**src/rtl/wfd_pkg.sv**
```systemverilog
package wfd_pkg;

    localparam int MAX_FRAME_BUFFER = 4096;
    localparam logic [15:0] MAX_PAYLOAD_RESET = 16'(MAX_FRAME_BUFFER - 8);

    localparam logic [6:0] LEN_CODE_16 = 7'd126;
    localparam logic [6:0] LEN_CODE_64 = 7'd127;
    localparam logic [3:0] EXT_BYTES_16 = 4'd2;
    localparam logic [3:0] EXT_BYTES_64 = 4'd8;
    localparam logic [2:0] KEY_BYTES = 3'd4;

    localparam int Q_DEPTH = 4;
    localparam int Q_AW = $clog2(Q_DEPTH);
    localparam int Q_CW = $clog2(Q_DEPTH + 1);

    typedef enum logic [1:0] {
        KIND_DATA  = 2'd0,
        KIND_EMPTY = 2'd1,
        KIND_LONG  = 2'd2
    } kind_t;

    typedef struct packed {
        logic [7:0] data;
        logic [7:0] key;
        logic       last;
        kind_t      kind;
    } q_entry_t;

endpackage

```
**src/rtl/websocket_frame_decoder_top.sv**
```systemverilog
// Channel   Dir  tdata                  tlast       tuser
// s_axis    in   [7:0] data_byte        -           -
// m_axis    out  [7:0] payload_byte     frame_end   [1:0] kind
// cfg       in   [15:0] max_payload (write on cfg_we)
//
// One byte is accepted per cycle unless the queue is full; parser state is registered.
// A result is first written into the queue, then loaded into the output register.
// A four-entry queue sits between parser and output; s_tready drops only when it is full.
// Reset (rst_n, async): parser waits for a first header byte, max_payload is 4088.
module websocket_frame_decoder_top
    import wfd_pkg::*;
(
    input  logic        clk,
    input  logic        rst_n,
    input  logic        s_tvalid,
    output logic        s_tready,
    input  logic [7:0]  s_tdata,   // [7:0] data_byte
    output logic        m_tvalid,
    input  logic        m_tready,
    output logic [7:0]  m_tdata,   // [7:0] payload_byte
    output logic        m_tlast,
    output logic [1:0]  m_tuser,   // [1:0] kind
    input  logic        cfg_we,
    input  logic [15:0] cfg_wdata
);

    logic     push;
    q_entry_t push_entry;
    logic     q_full;
    logic     q_empty;
    logic     pop;
    q_entry_t pop_entry;

    wfd_front u_front (
        .clk        (clk),
        .rst_n      (rst_n),
        .s_tvalid   (s_tvalid),
        .s_tready   (s_tready),
        .s_tdata    (s_tdata),
        .cfg_we     (cfg_we),
        .cfg_wdata  (cfg_wdata),
        .q_full     (q_full),
        .push       (push),
        .push_entry (push_entry)
    );

    wfd_queue u_queue (
        .clk        (clk),
        .rst_n      (rst_n),
        .push       (push),
        .push_entry (push_entry),
        .full       (q_full),
        .pop        (pop),
        .empty      (q_empty),
        .pop_entry  (pop_entry)
    );

    wfd_back u_back (
        .clk      (clk),
        .rst_n    (rst_n),
        .q_empty  (q_empty),
        .q_entry  (pop_entry),
        .pop      (pop),
        .m_tvalid (m_tvalid),
        .m_tready (m_tready),
        .m_tdata  (m_tdata),
        .m_tlast  (m_tlast),
        .m_tuser  (m_tuser)
    );

endmodule

```
**src/rtl/wfd_front.sv**
```systemverilog
module wfd_front
    import wfd_pkg::*;
(
    input  logic        clk,
    input  logic        rst_n,
    input  logic        s_tvalid,
    output logic        s_tready,
    input  logic [7:0]  s_tdata,
    input  logic        cfg_we,
    input  logic [15:0] cfg_wdata,
    input  logic        q_full,
    output logic        push,
    output q_entry_t    push_entry
);

    typedef enum logic [5:0] {
        PH_HDR0 = 6'b000001,
        PH_HDR1 = 6'b000010,
        PH_EXT  = 6'b000100,
        PH_KEY  = 6'b001000,
        PH_DATA = 6'b010000,
        PH_DROP = 6'b100000
    } phase_t;

    phase_t      phase_reg, phase_next;
    logic        masked_reg, masked_next;
    logic [3:0]  ext_left_reg, ext_left_next;
    logic [2:0]  key_left_reg, key_left_next;
    logic [63:0] len_reg, len_next;
    logic [31:0] key_reg, key_next;
    logic [1:0]  key_index_reg, key_index_next;
    logic [15:0] max_payload_reg;

    logic        accept;
    logic [63:0] hd_len;
    logic        run_after;
    logic        run_done;
    logic [7:0]  kb;

    assign s_tready = !q_full;
    assign accept   = s_tvalid && !q_full;

    always_comb
    begin
        case (key_index_reg)
            2'd0:    kb = key_reg[31:24];
            2'd1:    kb = key_reg[23:16];
            2'd2:    kb = key_reg[15:8];
            default: kb = key_reg[7:0];
        endcase
    end

    always_comb
    begin
        phase_next     = phase_reg;
        masked_next    = masked_reg;
        ext_left_next  = ext_left_reg;
        key_left_next  = key_left_reg;
        len_next       = len_reg;
        key_next       = key_reg;
        key_index_next = key_index_reg;
        hd_len         = len_reg;
        run_after      = 1'b0;
        run_done       = 1'b0;
        push           = 1'b0;
        push_entry     = '{data: 8'd0, key: 8'd0, last: 1'b1, kind: KIND_EMPTY};

        if (accept)
        begin
            case (phase_reg)
                PH_HDR0:
                begin
                    phase_next = PH_HDR1;
                end
                PH_HDR1:
                begin
                    masked_next = s_tdata[7];
                    if (s_tdata[6:0] == LEN_CODE_16)
                    begin
                        ext_left_next = EXT_BYTES_16;
                        len_next      = 64'd0;
                        phase_next    = PH_EXT;
                    end
                    else if (s_tdata[6:0] == LEN_CODE_64)
                    begin
                        ext_left_next = EXT_BYTES_64;
                        len_next      = 64'd0;
                        phase_next    = PH_EXT;
                    end
                    else
                    begin
                        hd_len    = {57'd0, s_tdata[6:0]};
                        run_after = 1'b1;
                    end
                end
                PH_EXT:
                begin
                    hd_len        = {len_reg[55:0], s_tdata};
                    len_next      = hd_len;
                    ext_left_next = ext_left_reg - 4'd1;
                    if (ext_left_reg == 4'd1)
                    begin
                        run_after = 1'b1;
                    end
                end
                PH_KEY:
                begin
                    key_next      = {key_reg[23:0], s_tdata};
                    key_left_next = key_left_reg - 3'd1;
                    if (key_left_reg == 3'd1)
                    begin
                        run_done = 1'b1;
                    end
                end
                PH_DATA:
                begin
                    key_index_next = key_index_reg + 2'd1;
                    len_next       = len_reg - 64'd1;
                    push           = 1'b1;
                    push_entry     = '{data: s_tdata,
                                       key:  masked_reg ? kb : 8'd0,
                                       last: len_reg == 64'd1,
                                       kind: KIND_DATA};
                    if (len_reg == 64'd1)
                    begin
                        phase_next = PH_HDR0;
                    end
                end
                PH_DROP:
                begin
                    len_next = len_reg - 64'd1;
                    if (len_reg == 64'd1)
                    begin
                        phase_next = PH_HDR0;
                    end
                end
                default:
                begin
                    phase_next = PH_HDR1;
                end
            endcase

            if (run_after)
            begin
                if (masked_next)
                begin
                    len_next      = hd_len;
                    key_next      = 32'd0;
                    key_left_next = KEY_BYTES;
                    phase_next    = PH_KEY;
                end
                else
                begin
                    run_done = 1'b1;
                end
            end

            if (run_done)
            begin
                key_index_next = 2'd0;
                len_next       = hd_len;
                if (hd_len == 64'd0)
                begin
                    phase_next = PH_HDR0;
                    push       = 1'b1;
                    push_entry = '{data: 8'd0, key: 8'd0, last: 1'b1, kind: KIND_EMPTY};
                end
                else if (hd_len > {48'd0, max_payload_reg})
                begin
                    phase_next = PH_DROP;
                    push       = 1'b1;
                    push_entry = '{data: 8'd0, key: 8'd0, last: 1'b1, kind: KIND_LONG};
                end
                else
                begin
                    phase_next = PH_DATA;
                end
            end
        end
    end

    always_ff @(posedge clk or negedge rst_n)
    begin
        if (!rst_n)
        begin
            phase_reg       <= PH_HDR0;
            masked_reg      <= 1'b0;
            ext_left_reg    <= 4'd0;
            key_left_reg    <= 3'd0;
            len_reg         <= 64'd0;
            key_reg         <= 32'd0;
            key_index_reg   <= 2'd0;
            max_payload_reg <= MAX_PAYLOAD_RESET;
        end
        else
        begin
            phase_reg     <= phase_next;
            masked_reg    <= masked_next;
            ext_left_reg  <= ext_left_next;
            key_left_reg  <= key_left_next;
            len_reg       <= len_next;
            key_reg       <= key_next;
            key_index_reg <= key_index_next;
            if (cfg_we)
            begin
                max_payload_reg <= cfg_wdata;
            end
        end
    end

endmodule

```
**src/rtl/wfd_queue.sv**
```systemverilog
module wfd_queue
    import wfd_pkg::*;
(
    input  logic     clk,
    input  logic     rst_n,
    input  logic     push,
    input  q_entry_t push_entry,
    output logic     full,
    input  logic     pop,
    output logic     empty,
    output q_entry_t pop_entry
);

    q_entry_t          mem [Q_DEPTH];
    logic [Q_AW-1:0]   wr_ptr_reg;
    logic [Q_AW-1:0]   rd_ptr_reg;
    logic [Q_CW-1:0]   count_reg;

    assign full      = count_reg == Q_CW'(Q_DEPTH);
    assign empty     = count_reg == '0;
    assign pop_entry = mem[rd_ptr_reg];

    always_ff @(posedge clk)
    begin
        if (push)
        begin
            mem[wr_ptr_reg] <= push_entry;
        end
    end

    always_ff @(posedge clk or negedge rst_n)
    begin
        if (!rst_n)
        begin
            wr_ptr_reg <= '0;
            rd_ptr_reg <= '0;
            count_reg  <= '0;
        end
        else
        begin
            if (push)
            begin
                wr_ptr_reg <= wr_ptr_reg + Q_AW'(1);
            end
            if (pop)
            begin
                rd_ptr_reg <= rd_ptr_reg + Q_AW'(1);
            end
            if (push && !pop)
            begin
                count_reg <= count_reg + Q_CW'(1);
            end
            else if (pop && !push)
            begin
                count_reg <= count_reg - Q_CW'(1);
            end
        end
    end

endmodule

```
**src/rtl/wfd_back.sv**
```systemverilog
module wfd_back
    import wfd_pkg::*;
(
    input  logic       clk,
    input  logic       rst_n,
    input  logic       q_empty,
    input  q_entry_t   q_entry,
    output logic       pop,
    output logic       m_tvalid,
    input  logic       m_tready,
    output logic [7:0] m_tdata,
    output logic       m_tlast,
    output logic [1:0] m_tuser
);

    logic       m_tvalid_reg;
    logic [7:0] m_tdata_reg;
    logic       m_tlast_reg;
    kind_t      m_kind_reg;

    assign pop      = !q_empty && (!m_tvalid_reg || m_tready);
    assign m_tvalid = m_tvalid_reg;
    assign m_tdata  = m_tdata_reg;
    assign m_tlast  = m_tlast_reg;
    assign m_tuser  = m_kind_reg;

    always_ff @(posedge clk or negedge rst_n)
    begin
        if (!rst_n)
        begin
            m_tvalid_reg <= 1'b0;
        end
        else if (pop)
        begin
            m_tvalid_reg <= 1'b1;
        end
        else if (m_tready)
        begin
            m_tvalid_reg <= 1'b0;
        end
    end

    // unmask while loading the output register
    always_ff @(posedge clk)
    begin
        if (pop)
        begin
            m_tdata_reg <= q_entry.data ^ q_entry.key;
            m_tlast_reg <= q_entry.last;
            m_kind_reg  <= q_entry.kind;
        end
    end

endmodule

```
**config.mk**
```make
export PLATFORM = sky130hd
export DESIGN_NAME = websocket_frame_decoder_top
export DESIGN_NICKNAME = d
export VERILOG_FILES = /design/src/rtl/wfd_pkg.sv /design/src/rtl/websocket_frame_decoder_top.sv /design/src/rtl/wfd_front.sv /design/src/rtl/wfd_queue.sv /design/src/rtl/wfd_back.sv
export SDC_FILE = /design/constraint.sdc
export NUM_CORES = 1
export LEC_CHECK = 0
export BUFFER_PORTS_ARGS = -buffer_cell sky130_fd_sc_hd__buf_2
export CORE_MARGIN = 4
export CORE_UTILIZATION = 43
export DETAILED_ROUTE_END_ITERATION = 10
export SYNTH_ARGS = -nofsm -noshare
export SYNTH_HDL_FRONTEND = slang
export SYNTH_HIERARCHICAL = 1
export SYNTH_SLANG_ARGS = --single-unit
```
**constraint.sdc**
```tcl
create_clock -name clk -period 7.2 [get_ports clk]
set_input_delay 0.72 -clock clk [delete_from_list [all_inputs] [get_ports clk]]
set_output_delay 0.72 -clock clk [all_outputs]
set_load 0.05 [all_outputs]
```
==> run metrics <==
Num CTS Buffers=27; CP delay by family, top=simple AND/OR/NAND/NOR gates; largest net degree at the start of global routing=72; gr ovfl total=0; drt first-iter violations=1219; drt drc=0; Initial Util=44.1%; Die Height=178 µm; DRT Pass-1 Iters=6; CTS H-Tree Depth=1; final WL=35500 µm; CTS Hold Bufs=0; final total power=5.74 mW; global-route wire length before repair=57000 µm; Reg clk slew, reported paths=0.06 ns; Post-Route Skew=0.0218 ns; Slowest-stage cell, CP=nor2_1; CTS root buf=clkbuf_16; Final nets=1314; Synth Area in XOR/XNOR=1.91%; ys async rst share=61.0%; post_cts resized=0; Synth top area share=25.4%; type of origin of the critical path=register; area grow syn2layout=10.8%; Simple-Gate Fraction of Synth Area=16.5%; f_max=188 MHz; minimum clock period=5.33 ns; Clock Latency Late Sink=0.56 ns; PD cells=417 nW/µm²; Die Area=31600 µm²; ratio of final minimum period to clock period=74.1%; largest family of logic cells by synthesized area=compound AO/OA/AOI/OAI gates; vias in the first global route=10056; complex-gate fraction of the synthesized area=20.7%; RSZ-0062 raised after global routing=no; post-route ant nets=0; hold crit path type=input pin to asynchronous set/reset pin; WP buf/inv=1; Setup TNS=0 ns; Worst Path Required=7.63 ns; fillers=2581; port bufs=41; CTS tree=yes; WL/cell=21.5 µm; Vias=10460; worst-path fanout max=13; # setup viols final=0; Cell Area, Synth=12400 µm²; synth unique cells=76; io pins=42; final setup margin=1.87 ns; Post-Syn Area per Cell=9.79 µm²; Setup WS pre-CTS=1.95 ns; share of cells above drive strength 1=12.9%; syn_nets=1329; Core Rows=61; DP Area=12800 µm²; final hold vios=0; Slew Limit Fails=0; Core ar.=28200 µm²; Setup crit end kind=register; Worst EP arrival=5.76 ns; initial antenna violation count=0; dominant cell type by area after synthesis=dfrtp_1; number of diodes=0; Syn. warnings=6; Final Cell Area=13800 µm²; mux share of post-synthesis cell area=4.57%; GRT Util Overall=22.4%; P_leak=5.45 nW; synthesized instance count=1268; maximum vdd drop=239 µV; die width=178 µm; Post-Synth Adder-Cell Area=3.29%; Max Cap Viol=0; Clock Tree Buf Depth=3; # Post-CTS Setup Buffers=0; GPL Wtd Cong=0.878; crit path cell chain=nor4_1 -> nand2_1 -> nor2_1 -> o22a_1 -> ha_1 -> and3_1 -> a211oi_1 -> o21ai_0 -> a221oi_1 -> nor2_1 -> nor3_1 -> a21oi_1 -> ha_1 -> inv_1 -> fa_1 -> mux2_2; top_reg_cell synth=dfrtp_1; status=completed; Via density=6.33; ranking of synthesized cells by area=dfrtp_1 25%, edfxtp_1 21%, o21ai_0 5.0%; critical path's largest stage delay=0.78 ns; Slew @ Worst Pin=1.08 ns; post-synthesis register bit count=223; worst relative slew slack=28.2%; sequential fraction of the synthesis area=48.6%; Setup CP Type=register to register; Post-synth EDFFs=87; max FFs per register=76; CTS Sinks=223; Detail Placement HPWL=23200 µm
==> report_power, final <==
part           switching, mW  total (mW)  internal [mW]
Sequential             0.373        2.01           1.64
Clock                  0.578        1.39          0.816
Combinational           1.49        2.34          0.852
Total                   2.44        5.74           3.30
==> through the flow <==
stage               utilization (%)  hold WS (ns)  cells
floorplan                         -         0.424   1268
global placement               45.6         0.474   1602
detailed placement             45.6         0.485   1602
CTS                            48.8         0.192   1652
global route                   48.8         0.220   1652
finish                         48.8         0.179   1652
==> area by class of cell <==
cell class                      count  area (µm²)  share of cell area, %
Timing Repair Buffer               60         354                   2.57
Clock inverter                     20         223                   1.62
Sequential cell                   223        6030                   43.8
Clock buffer                       30         697                   5.07
Inverter                           33         124                  0.901
Tap cell                          378         473                   3.44
Multi-Input combinational cell    908        5860                   42.6
==> metal layers <==
layer  vias to the layer above  track usage, %  routed length [µm]
met3                        80            3.43                2740
met5                         -               0                   0
li1                       4767               -                   -
met1                      5158            31.2               14800
met4                         0            6.28                 929
met2                       455            36.7               17000
==> cell usage after synthesis, types with 7 or more instances <==
| master | instances |
|---|---|
| a31oi_1 | 12 |
| or3_1 | 10 |
| xnor2_1 | 9 |
| nor2_1 | 93 |
| a21oi_1 | 97 |
| mux2i_1 | 9 |
| and2_1 | 7 |
| edfxtp_1 | 87 |
| nor2b_1 | 7 |
| nand2_1 | 132 |
| mux4_2 | 18 |
| buf_1 | 7 |
| a22o_1 | 13 |
| o211ai_1 | 9 |
| buf_2 | 7 |
| nand2b_1 | 8 |
| clkbuf_1 | 85 |
| nand4_1 | 12 |
| inv_1 | 33 |
| a222oi_1 | 8 |
| a22oi_1 | 16 |
| nor3_1 | 43 |
| xor2_1 | 18 |
| dfstp_2 | 10 |
| ha_1 | 31 |
| nand3_1 | 36 |
| nor4_1 | 31 |
| a221o_1 | 20 |
| a221oi_1 | 23 |
| and3_1 | 12 |
| o21ai_0 | 124 |
| dfrtp_1 | 126 |
| o31ai_1 | 16 |
==> cells in the final DEF (no fill, tap or decap), drive strengths merged, types with 19 or more instances in the layout <==
| cell type | instances |
|---|---|
| nand2 | 133 |
| o21ai | 127 |
| dfrtp | 126 |
| a21oi | 98 |
| nor2 | 93 |
| edfxtp | 87 |
| buf | 60 |
| nor3 | 43 |
| nand3 | 36 |
| inv | 34 |
| nor4 | 32 |
| ha | 31 |
| clkbuf | 30 |
| a221oi | 23 |
| a221o | 22 |
| mux4 | 19 |
==> worst paths after layout <==
kind / startpoint / end / slack (ns) / cells past startpoint
max: u_front/phase_reg[3] / u_queue/count_reg[1] / 1.87 / 16
min: rst_n / u_queue/rd_ptr_reg[1] / 0.18 / 1
max reg2reg: u_front/phase_reg[3] / u_queue/count_reg[1] / 1.87 / 16
min reg2reg: u_queue/count_reg[2] / u_queue/count_reg[2] / 0.50 / 1
max in group asynchronous: rst_n / u_front/key_reg[11] / 5.62 / 2
min in group clk: m_tready / u_back/m_tvalid / 0.36 / 2
==> kinds of logic (layout without fill, tap and decap cells) <==
kind of cell | count (synthesis) | in the layout
AO/OA/AOI/OAI | 396 | 396
XOR/XNOR | 27 | 27
adder cells (fa/ha/maj) | 32 | 32
buffers and inverters | 137 | 143
flip-flops | 223 | 223
multiplexers | 32 | 32
AND/OR/NAND/NOR | 421 | 421
(Power assumes the default switching activity.)
